--- src/rtl/core/xrle_pkg.sv ---
// Shared types and constants for the XBIN cell run-length decoder.
package xrle_pkg;

	localparam int DATA_W     = 8;
	localparam int COL_W      = 11;
	localparam int ROW_W      = 16;
	localparam int RUN_W      = 7;
	localparam int CNT_W      = 6;
	localparam int CFG_IDX_W  = 2;
	localparam int CFG_DATA_W = 16;
	localparam int MAX_WIDTH  = 1024;
	localparam int FIFO_DEPTH = 4;

	localparam logic [COL_W-1:0] COL_MAX = '1;

	localparam logic [CFG_IDX_W-1:0] REG_WIDTH      = 2'd0;
	localparam logic [CFG_IDX_W-1:0] REG_HEIGHT     = 2'd1;
	localparam logic [CFG_IDX_W-1:0] REG_COMPRESSED = 2'd2;

	localparam logic [COL_W-1:0] RST_WIDTH  = 11'd80;
	localparam logic [ROW_W-1:0] RST_HEIGHT = 16'd25;

	typedef enum logic [1:0] {
		PH_HEAD   = 2'd0,
		PH_FIRST  = 2'd1,
		PH_SECOND = 2'd2,
		PH_ATTR   = 2'd3
	} phase_t;

	typedef enum logic [1:0] {
		MODE_RAW  = 2'd0,
		MODE_CHAR = 2'd1,
		MODE_ATTR = 2'd2,
		MODE_PAIR = 2'd3
	} mode_t;

	// one queued command: a group of identical cells from one byte
	typedef struct packed {
		logic [DATA_W-1:0] ch;
		logic [DATA_W-1:0] attr;
		logic [CNT_W-1:0]  count_m1;
		logic              wrap;
	} cmd_t;

endpackage

--- src/rtl/core/xrle_if.sv ---
// Handshake channel interfaces: byte input, cell output, register write.
interface xrle_byte_if;
	import xrle_pkg::*;
	logic              valid;
	logic              ready;
	logic [DATA_W-1:0] data_byte;
	modport source(output valid, output data_byte, input ready);
	modport sink(input valid, input data_byte, output ready);
endinterface

interface xrle_cell_if;
	import xrle_pkg::*;
	logic              valid;
	logic              ready;
	logic [DATA_W-1:0] cell_char;
	logic [DATA_W-1:0] cell_attr;
	logic [COL_W-1:0]  cell_column;
	logic [ROW_W-1:0]  cell_row;
	logic              run_last;
	logic              image_done;
	modport source(output valid, output cell_char, output cell_attr, output cell_column,
		output cell_row, output run_last, output image_done, input ready);
	modport sink(input valid, input cell_char, input cell_attr, input cell_column,
		input cell_row, input run_last, input image_done, output ready);
endinterface

interface xrle_cfg_if;
	import xrle_pkg::*;
	logic                  valid;
	logic                  ready;
	logic [CFG_IDX_W-1:0]  reg_index;
	logic [CFG_DATA_W-1:0] wdata;
	modport source(output valid, output reg_index, output wdata, input ready);
	modport sink(input valid, input reg_index, input wdata, output ready);
endinterface

--- src/rtl/core/xbin_cell_rle_decoder.sv ---
// Top level of the XBIN cell run-length decoder.
// Usage:
//   din  : image-data bytes, one word per valid/ready handshake.
//   dout : decoded cells (character, attribute, column, row, run_last, image_done).
//   cfg  : register writes, always ready; index 0 width, 1 height, 2 compressed.
//          Write only while the decoder is idle.
// Timing:
//   A byte is taken every cycle while the 4-entry command queue has room.
//   A byte that yields cells is written into the command queue, from which its
//   first cell is registered onto dout; cells leave at one per cycle while dout
//   is ready, so a shared-pair run of n cells holds the emitter until all n have
//   left. The emitter rate of one cell per cycle bounds sustained throughput.
// Reset:
//   arst_n clears parser phase, run state, column, row and the done flag;
//   registers return to width 80, height 25, compression on.
// Stalls:
//   If dout is not ready the output word holds, the emitter waits, and din
//   keeps being taken until the command queue fills.
//   After the final row completes every further byte is taken and dropped.
module xbin_cell_rle_decoder (
	input  logic         clk,
	input  logic         arst_n,
	xrle_byte_if.sink    din,
	xrle_cell_if.source  dout,
	xrle_cfg_if.sink     cfg
);
	import xrle_pkg::*;

	logic [COL_W-1:0] image_width_q;
	logic [ROW_W-1:0] image_height_q;
	logic             compressed_q;
	logic             push;
	cmd_t             push_cmd;
	logic             pop;
	cmd_t             head_cmd;
	logic             full;
	logic             empty;

	assign cfg.ready = 1'b1;

	always_ff @(posedge clk or negedge arst_n) begin
		if (!arst_n) begin
			image_width_q  <= RST_WIDTH;
			image_height_q <= RST_HEIGHT;
			compressed_q   <= 1'b1;
		end else if (cfg.valid) begin
			unique case (cfg.reg_index)
				REG_WIDTH:      image_width_q  <= cfg.wdata[COL_W-1:0];
				REG_HEIGHT:     image_height_q <= cfg.wdata[ROW_W-1:0];
				REG_COMPRESSED: compressed_q   <= cfg.wdata[0];
				default:        ;
			endcase
		end
	end

	xrle_front u_front (
		.clk        (clk),
		.arst_n     (arst_n),
		.compressed (compressed_q),
		.din        (din),
		.fifo_full  (full),
		.push       (push),
		.push_cmd   (push_cmd)
	);

	xrle_fifo u_fifo (
		.clk      (clk),
		.arst_n   (arst_n),
		.push     (push),
		.push_cmd (push_cmd),
		.pop      (pop),
		.head_cmd (head_cmd),
		.full     (full),
		.empty    (empty)
	);

	xrle_back u_back (
		.clk          (clk),
		.arst_n       (arst_n),
		.image_width  (image_width_q),
		.image_height (image_height_q),
		.head_cmd     (head_cmd),
		.empty        (empty),
		.pop          (pop),
		.dout         (dout)
	);

endmodule

--- src/rtl/core/xrle_fifo.sv ---
// Small command queue between the byte parser and the cell emitter.
module xrle_fifo (
	input  logic           clk,
	input  logic           arst_n,
	input  logic           push,
	input  xrle_pkg::cmd_t push_cmd,
	input  logic           pop,
	output xrle_pkg::cmd_t head_cmd,
	output logic           full,
	output logic           empty
);
	import xrle_pkg::*;

	localparam int PTR_W = $clog2(FIFO_DEPTH);
	localparam int FCNT_W = $clog2(FIFO_DEPTH + 1);

	cmd_t              mem_q [FIFO_DEPTH];
	logic [PTR_W-1:0]  wr_ptr_q;
	logic [PTR_W-1:0]  rd_ptr_q;
	logic [FCNT_W-1:0] count_q;
	logic              do_push;
	logic              do_pop;

	assign full     = (count_q == FCNT_W'(FIFO_DEPTH));
	assign empty    = (count_q == '0);
	assign do_push  = push && !full;
	assign do_pop   = pop && !empty;
	assign head_cmd = mem_q[rd_ptr_q];

	always_ff @(posedge clk or negedge arst_n) begin
		if (!arst_n) begin
			wr_ptr_q <= '0;
			rd_ptr_q <= '0;
			count_q  <= '0;
		end else begin
			if (do_push)
				wr_ptr_q <= wr_ptr_q + PTR_W'(1);
			if (do_pop)
				rd_ptr_q <= rd_ptr_q + PTR_W'(1);
			if (do_push && !do_pop)
				count_q <= count_q + FCNT_W'(1);
			else if (do_pop && !do_push)
				count_q <= count_q - FCNT_W'(1);
		end
	end

	always_ff @(posedge clk) begin
		if (do_push)
			mem_q[wr_ptr_q] <= push_cmd;
	end

endmodule

--- src/rtl/core/xrle_front.sv ---
// Byte parser: run headers, held character/attribute, cell commands to the queue.
module xrle_front (
	input  logic           clk,
	input  logic           arst_n,
	input  logic           compressed,
	xrle_byte_if.sink      din,
	input  logic           fifo_full,
	output logic           push,
	output xrle_pkg::cmd_t push_cmd
);
	import xrle_pkg::*;

	phase_t            phase_q;
	phase_t            phase_d;
	mode_t             mode_q;
	mode_t             hdr_mode;
	logic [RUN_W-1:0]  run_left_q;
	logic [DATA_W-1:0] held_char_q;
	logic [DATA_W-1:0] held_attr_q;
	logic [DATA_W-1:0] b;
	logic              accept;
	logic              run_end;
	logic [CNT_W-1:0]  pair_cnt;

	assign din.ready = !fifo_full;
	assign accept    = din.valid && din.ready;
	assign b         = din.data_byte;
	assign hdr_mode  = mode_t'(b[7:6]);
	assign run_end   = (run_left_q <= RUN_W'(1));
	// a zero count (left over after a mode switch) still emits one cell
	assign pair_cnt  = (run_left_q == '0) ? '0 : CNT_W'(run_left_q - RUN_W'(1));

	// next phase
	always_comb begin
		phase_d = phase_q;
		if (accept) begin
			if (!compressed) begin
				phase_d = (phase_q == PH_ATTR) ? PH_HEAD : PH_ATTR;
			end else begin
				unique case (phase_q)
					PH_HEAD:   phase_d = (hdr_mode == MODE_RAW) ? PH_SECOND : PH_FIRST;
					PH_FIRST:  phase_d = PH_SECOND;
					PH_SECOND: begin
						unique case (mode_q)
							MODE_RAW:  phase_d = PH_ATTR;
							MODE_CHAR,
							MODE_ATTR: phase_d = run_end ? PH_HEAD : PH_SECOND;
							MODE_PAIR: phase_d = PH_HEAD;
							default:   phase_d = PH_HEAD;
						endcase
					end
					PH_ATTR:   phase_d = run_end ? PH_HEAD : PH_SECOND;
					default:   phase_d = PH_HEAD;
				endcase
			end
		end
	end

	// command output
	always_comb begin
		push              = 1'b0;
		push_cmd.ch       = held_char_q;
		push_cmd.attr     = b;
		push_cmd.count_m1 = '0;
		push_cmd.wrap     = run_end;
		if (accept) begin
			if (!compressed) begin
				push          = (phase_q == PH_ATTR);
				push_cmd.wrap = 1'b1;
			end else if (phase_q == PH_ATTR) begin
				push = 1'b1;
			end else if (phase_q == PH_SECOND) begin
				unique case (mode_q)
					MODE_RAW:  push = 1'b0;
					MODE_CHAR: push = 1'b1;
					MODE_ATTR: begin
						push          = 1'b1;
						push_cmd.ch   = b;
						push_cmd.attr = held_attr_q;
					end
					MODE_PAIR: begin
						push              = 1'b1;
						push_cmd.count_m1 = pair_cnt;
						push_cmd.wrap     = 1'b1;
					end
					default:   push = 1'b0;
				endcase
			end
		end
	end

	always_ff @(posedge clk or negedge arst_n) begin
		if (!arst_n) begin
			phase_q     <= PH_HEAD;
			mode_q      <= MODE_RAW;
			run_left_q  <= '0;
			held_char_q <= '0;
			held_attr_q <= '0;
		end else begin
			phase_q <= phase_d;
			if (accept) begin
				if (!compressed) begin
					if (phase_q != PH_ATTR)
						held_char_q <= b;
				end else begin
					unique case (phase_q)
						PH_HEAD: begin
							mode_q     <= hdr_mode;
							run_left_q <= RUN_W'(b[5:0]) + RUN_W'(1);
						end
						PH_FIRST: begin
							if (mode_q == MODE_ATTR)
								held_attr_q <= b;
							else
								held_char_q <= b;
						end
						PH_SECOND: begin
							unique case (mode_q)
								MODE_RAW:  held_char_q <= b;
								MODE_CHAR,
								MODE_ATTR: run_left_q <= run_end ? '0 : run_left_q - RUN_W'(1);
								MODE_PAIR: begin
									held_attr_q <= b;
									run_left_q  <= '0;
								end
								default:   run_left_q <= '0;
							endcase
						end
						PH_ATTR:   run_left_q <= run_end ? '0 : run_left_q - RUN_W'(1);
						default:   run_left_q <= '0;
					endcase
				end
			end
		end
	end

endmodule

--- src/rtl/core/xrle_back.sv ---
// Cell emitter: expands queued commands into cells, tracks column, row and completion.
module xrle_back (
	input  logic                       clk,
	input  logic                       arst_n,
	input  logic [xrle_pkg::COL_W-1:0] image_width,
	input  logic [xrle_pkg::ROW_W-1:0] image_height,
	input  xrle_pkg::cmd_t             head_cmd,
	input  logic                       empty,
	output logic                       pop,
	xrle_cell_if.source                dout
);
	import xrle_pkg::*;

	logic [COL_W-1:0] col_q;
	logic [ROW_W-1:0] row_q;
	logic             done_q;
	logic [CNT_W-1:0] idx_q;
	logic             out_valid_q;
	logic             slot_free;
	logic             emit;
	logic             last;
	logic [COL_W-1:0] col_inc;
	logic [COL_W-1:0] width_lim;
	logic [ROW_W-1:0] row_inc;
	logic             wrap_hit;
	logic             fin;

	assign slot_free = !out_valid_q || dout.ready;
	assign emit      = !empty && !done_q && slot_free;
	assign last      = (idx_q == head_cmd.count_m1);
	// once the image is complete every later word is dropped
	assign pop       = !empty && (done_q || (slot_free && last));

	assign width_lim = (image_width > COL_W'(MAX_WIDTH)) ? COL_W'(MAX_WIDTH) : image_width;
	assign col_inc   = (col_q == COL_MAX) ? col_q : col_q + COL_W'(1);
	assign row_inc   = row_q + ROW_W'(1);
	assign wrap_hit  = last && head_cmd.wrap && (col_inc >= width_lim);
	assign fin       = wrap_hit && ((row_inc >= image_height) || (row_inc == '0));

	assign dout.valid = out_valid_q;

	always_ff @(posedge clk or negedge arst_n) begin
		if (!arst_n) begin
			col_q       <= '0;
			row_q       <= '0;
			done_q      <= 1'b0;
			idx_q       <= '0;
			out_valid_q <= 1'b0;
		end else begin
			if (dout.ready)
				out_valid_q <= 1'b0;
			if (emit) begin
				out_valid_q <= 1'b1;
				idx_q       <= last ? '0 : idx_q + CNT_W'(1);
				col_q       <= wrap_hit ? '0 : col_inc;
				if (wrap_hit)
					row_q <= row_inc;
				if (fin)
					done_q <= 1'b1;
			end
		end
	end

	always_ff @(posedge clk) begin
		if (emit) begin
			dout.cell_char   <= head_cmd.ch;
			dout.cell_attr   <= head_cmd.attr;
			dout.cell_column <= col_q;
			dout.cell_row    <= row_q;
			dout.run_last    <= last;
			dout.image_done  <= fin;
		end
	end

endmodule

--- src/flat_wrapper.sv ---
// flat-port wrapper written by rule: the top's interface ports become plain ports
module xbin_cell_rle_decoder_flat import xrle_pkg::*;
  (clk, arst_n, din_valid, din_data_byte, din_ready, dout_valid, dout_cell_char, dout_cell_attr, dout_cell_column, dout_cell_row, dout_run_last, dout_image_done, dout_ready, cfg_valid, cfg_reg_index, cfg_wdata, cfg_ready);
  xrle_byte_if din_i ();
  xrle_cell_if dout_i ();
  xrle_cfg_if cfg_i ();
  input  logic clk;
  input  logic arst_n;
  input wire logic [$bits(din_i.valid)-1:0] din_valid;
  input wire logic [$bits(din_i.data_byte)-1:0] din_data_byte;
  output wire logic [$bits(din_i.ready)-1:0] din_ready;
  output wire logic [$bits(dout_i.valid)-1:0] dout_valid;
  output wire logic [$bits(dout_i.cell_char)-1:0] dout_cell_char;
  output wire logic [$bits(dout_i.cell_attr)-1:0] dout_cell_attr;
  output wire logic [$bits(dout_i.cell_column)-1:0] dout_cell_column;
  output wire logic [$bits(dout_i.cell_row)-1:0] dout_cell_row;
  output wire logic [$bits(dout_i.run_last)-1:0] dout_run_last;
  output wire logic [$bits(dout_i.image_done)-1:0] dout_image_done;
  input wire logic [$bits(dout_i.ready)-1:0] dout_ready;
  input wire logic [$bits(cfg_i.valid)-1:0] cfg_valid;
  input wire logic [$bits(cfg_i.reg_index)-1:0] cfg_reg_index;
  input wire logic [$bits(cfg_i.wdata)-1:0] cfg_wdata;
  output wire logic [$bits(cfg_i.ready)-1:0] cfg_ready;
  assign din_i.valid = din_valid;
  assign din_i.data_byte = din_data_byte;
  assign din_ready = din_i.ready;
  assign dout_valid = dout_i.valid;
  assign dout_cell_char = dout_i.cell_char;
  assign dout_cell_attr = dout_i.cell_attr;
  assign dout_cell_column = dout_i.cell_column;
  assign dout_cell_row = dout_i.cell_row;
  assign dout_run_last = dout_i.run_last;
  assign dout_image_done = dout_i.image_done;
  assign dout_i.ready = dout_ready;
  assign cfg_i.valid = cfg_valid;
  assign cfg_i.reg_index = cfg_reg_index;
  assign cfg_i.wdata = cfg_wdata;
  assign cfg_ready = cfg_i.ready;
  xbin_cell_rle_decoder u_core (.clk(clk), .arst_n(arst_n), .din(din_i), .dout(dout_i), .cfg(cfg_i));
endmodule
--- config.mk ---
export PLATFORM = sky130hd
export DESIGN_NAME = xbin_cell_rle_decoder_flat
export DESIGN_NICKNAME = d
export VERILOG_FILES = /design/src/rtl/core/xrle_pkg.sv /design/src/rtl/core/xrle_if.sv /design/src/rtl/core/xbin_cell_rle_decoder.sv /design/src/rtl/core/xrle_fifo.sv /design/src/rtl/core/xrle_front.sv /design/src/rtl/core/xrle_back.sv /design/src/flat_wrapper.sv
export SDC_FILE = /design/constraint.sdc
export NUM_CORES = 1
export LEC_CHECK = 0
export ABC_AREA = 0
export BUFFER_PORTS_ARGS = -buffer_cell sky130_fd_sc_hd__buf_2
export CORE_MARGIN = 1
export CORE_UTILIZATION = 45
export CTS_CLUSTER_SIZE = 40
export DETAILED_ROUTE_END_ITERATION = 12
export PLACE_DENSITY = 0.72
export SYNTH_ARGS = -nofsm -noshare
export SYNTH_HDL_FRONTEND = slang
export SYNTH_SLANG_ARGS = --single-unit
--- constraint.sdc ---
create_clock -name clk -period 3.8 [get_ports clk]
set_clock_uncertainty 0.05 [all_clocks]
set_input_delay 0.38 -clock clk [delete_from_list [all_inputs] [get_ports clk]]
set_output_delay 0.38 -clock clk [all_outputs]
set_load 0.05 [all_outputs]
==> impl_metrics.tcl <==
set metrics [dict create \
    drtIter0Drc 391 \
    grt_pass1_vias 6469 \
    cp_num_cells 9 \
    ff2ff_setup_slack_ns 0.28 \
    die_w_um 157 \
    critPathKind "reg2reg" \
    die_h_um 157 \
    clkSlewWorstSetupHoldPaths_ns 0.06 \
    endpoint "u_core.u_back.done_q" \
    startpoint "u_core.u_back.row_q[3]" \
    cts_buffers 25 \
    fmax_ghz 0.284 \
    layout-drive-gt1-share_pct 27.0 \
    required_ns 4.14 \
    mostFrequentLayoutCells "137 x edfxtp_1, 91 x dfrtp_1, 76 x buf_2" \
    worst_slew_pin_slew_ns 0.896 \
    dp.cells 1160 \
    rows 56 \
    route.detailed.drc 0 \
    overflow 0 \
    finalCritPeriodShare_pct 92.6 \
    synthesis.nets 852 \
    routabilityCongestion 0.841 \
    synth_cells 774 \
    drt_first_pass_iters 4 \
    syn_area_per_cell_um2 14.0 \
    fin_area_um2 12400 \
    timing_hold_violations_final 0 \
    ys_types 65 \
    fin_cells 1207 \
    grt_pass1_wl_um 34400 \
    setup-violations-final 0 \
    worstPathArrival_ns 3.86 \
    setup_slack_ns 0.280 \
    max_cap_violations 0 \
    antenna_found_initial 0 \
    ctsRootBufferMaster "clkbuf_16" \
    placedInstanceArea_um2 11600 \
    start_kind "flop" \
    async_reset_ff_share_pct 41.5 \
    critPathTopFamily "compound AO/OA/AOI/OAI gates" \
    ir_drop_v 0.000556 \
    critPathMostFrequentCell "a21oi_1" \
    total_power_mw 8.99 \
    rsz0062_at_grt "false" \
    powerDensity_nw_per_um2 726 \
    ys_seq_elements 234 \
    critPathMaxStageDelay_ns 0.68 \
    yosysWarnings 0 \
    initial_core_util_pct 45.9 \
    synth_flop_cell "edfxtp_1" \
    fin_crit_ns 3.52 \
    synth_edf_count 137 \
    syn_area_um2 10800 \
    outcome "finished, final reports clean" \
    place_ws_ns 0.205 \
    cts_buffer_depth 3 \
    cts_tree "built" \
    grtUsageTotal_pct 17.9 \
    maxSlewHeadroom_pct 40.1 \
    final_common_cell "edfxtp_1" \
    r2r_start "u_core.u_back.row_q[3]" \
    vias_per_cell 5.35 \
    post-cts-setup-buffers 0 \
    drtAntennaViolNets 0 \
    slowest_stage "or4_1" \
    diodes 0 \
    nets 947 \
    path_cells "nand3_1 > or4_1 > xnor2_1 > ha_1 > o21a_1 > o21ai_0 > a21oi_1 > a2111oi_0 > a21oi_1" \
    r2r_end "u_core.u_back.done_q" \
    p_leak_nw 4.93 \
    io_buffer_count 77 \
    drt-total-wl_um 21100 \
    die_area_um2 24600 \
    h-tree-depth 1 \
    syn_to_final_growth_pct 14.4 \
    critPathCaptureType "flop" \
    critPathMaxFanout 11 \
    critPathBufInv 0 \
    fin_util_pct 52.5 \
    core_region_area_um2 23500 \
    io_pins 79 \
    grt_max_degree 50 \
    wl_per_cell_um 17.5 \
    clock_sinks 234 \
    tns_ns 0 \
    rr_worst_depth 9 \
    hpwl_um 14300 \
    min_path_type "in2reg" \
    whs_ns 0.0390 \
    clk-insertion-delay-late_ns 0.53 \
    report.final.slew_viol_count 0 \
    via_count 6460 \
    yosysSeqAreaShare_pct 60.6 \
]
flip-flops by register name (all words and copies together) (netlist names), 3 cells and up:
name,count
u_core.u_fifo.mem_q,92
u_core.image_height_q,16
u_core.u_back.dout.cell_row,16
u_core.u_back.row_q,16
u_core.image_width_q,11
u_core.u_back.col_q,11
u_core.u_back.dout.cell_column,11
u_core.u_back.dout.cell_attr,8
u_core.u_back.dout.cell_char,8
u_core.u_front.held_attr_q,8
u_core.u_front.held_char_q,8
u_core.u_front.run_left_q,7
u_core.u_back.idx_q,6
u_core.u_fifo.count_q,3
worst register-to-register path: cells and delay by family (launching register included):
kind,cells,cell delay (ns)
XOR/XNOR,1,0.30
flip-flops,1,0.50
AO/OA/AOI/OAI,5,1.18
adder cells (fa/ha/maj),1,0.31
AND/OR/NAND/NOR,2,1.05
routing by layer:
layer,part of all wire (%),global-route usage [%]
met2,48,29.8
met1,46,24.5
met5,0,0
met4,1.5,4.01
met3,4.6,2.92
worst min path at each step:
stage,endpoint,depth (start not counted),startpoint
after global placement,u_core.u_back.row_q[14],1,arst_n
after CTS,u_core.image_height_q[11],2,cfg_wdata[11]
after floorplan,u_core.image_height_q[10],0,arst_n
final,u_core.image_height_q[11],2,cfg_wdata[11]
after detailed placement,u_core.u_back.row_q[8],1,arst_n
after global routing,u_core.image_height_q[11],2,cfg_wdata[11]
Yosys cell counts, types with 5 or more instances:
| library cell | count | share of area [%] |
|---|---|---|
| edfxtp_1 | 137 | 38 |
| xor2_1 | 16 | 1.3 |
| clkbuf_1 | 20 | 0.69 |
| xnor2_1 | 37 | 3.0 |
| or3_1 | 5 | 0.29 |
| and3_1 | 5 | 0.29 |
| a21oi_1 | 16 | 0.74 |
| nand3b_1 | 5 | 0.35 |
| nor2_1 | 30 | 1.0 |
| o21ai_0 | 31 | 1.4 |
| a21o_1 | 5 | 0.35 |
| nand2b_1 | 5 | 0.29 |
| nand3_1 | 25 | 1.2 |
| ha_1 | 46 | 5.3 |
| nor3_1 | 12 | 0.56 |
| nand2_1 | 58 | 2.0 |
| mux2_2 | 64 | 6.7 |
| dfstp_2 | 6 | 1.5 |
| mux4_2 | 23 | 4.8 |
| a22o_1 | 11 | 0.89 |
| nor2b_1 | 7 | 0.41 |
| and2_1 | 8 | 0.46 |
| inv_1 | 29 | 1.0 |
| dfrtp_1 | 91 | 21 |
| nand4_1 | 10 | 0.58 |
cell families (layout without fill, tap and decap cells):
logic type / Yosys count / count (layout) / share of synthesized area [%]
xor+xnor: 57 / 57 / 4.90
flops: 234 / 234 / 60.6
buf+inv: 61 / 175 / 2.41
other cells: 1 / 1 / 0.0347
mux: 90 / 90 / 11.7
fa+ha+maj: 47 / 47 / 5.51
compound gates: 95 / 95 / 5.78
simple gates: 189 / 189 / 9.04
layout make-up:
class	count	area, um2
fillers	1973	11200
multi-input cells	479	4010
clock inverters	14	92.6
repair buffers	99	556
clock buffers	32	652
inverters	30	113
flip-flops and latches	234	6550
well taps	319	399
where the power goes:
group          internal (mW)  switching (mW)  total [mW]  leakage (nW)
Sequential              3.44           0.367        3.81          2.49
Clock                   1.22           0.978        2.20         0.350
Combinational           1.13            1.84        2.98          2.09
repair_timing:
item / CTS / global route
endpoints found under the hold margin: 47 / 0
endpoints found under the setup margin: 0 / 25
resized for setup: 0 / 2
hold buffers: 1 / 0
(Power assumes the default switching activity.)
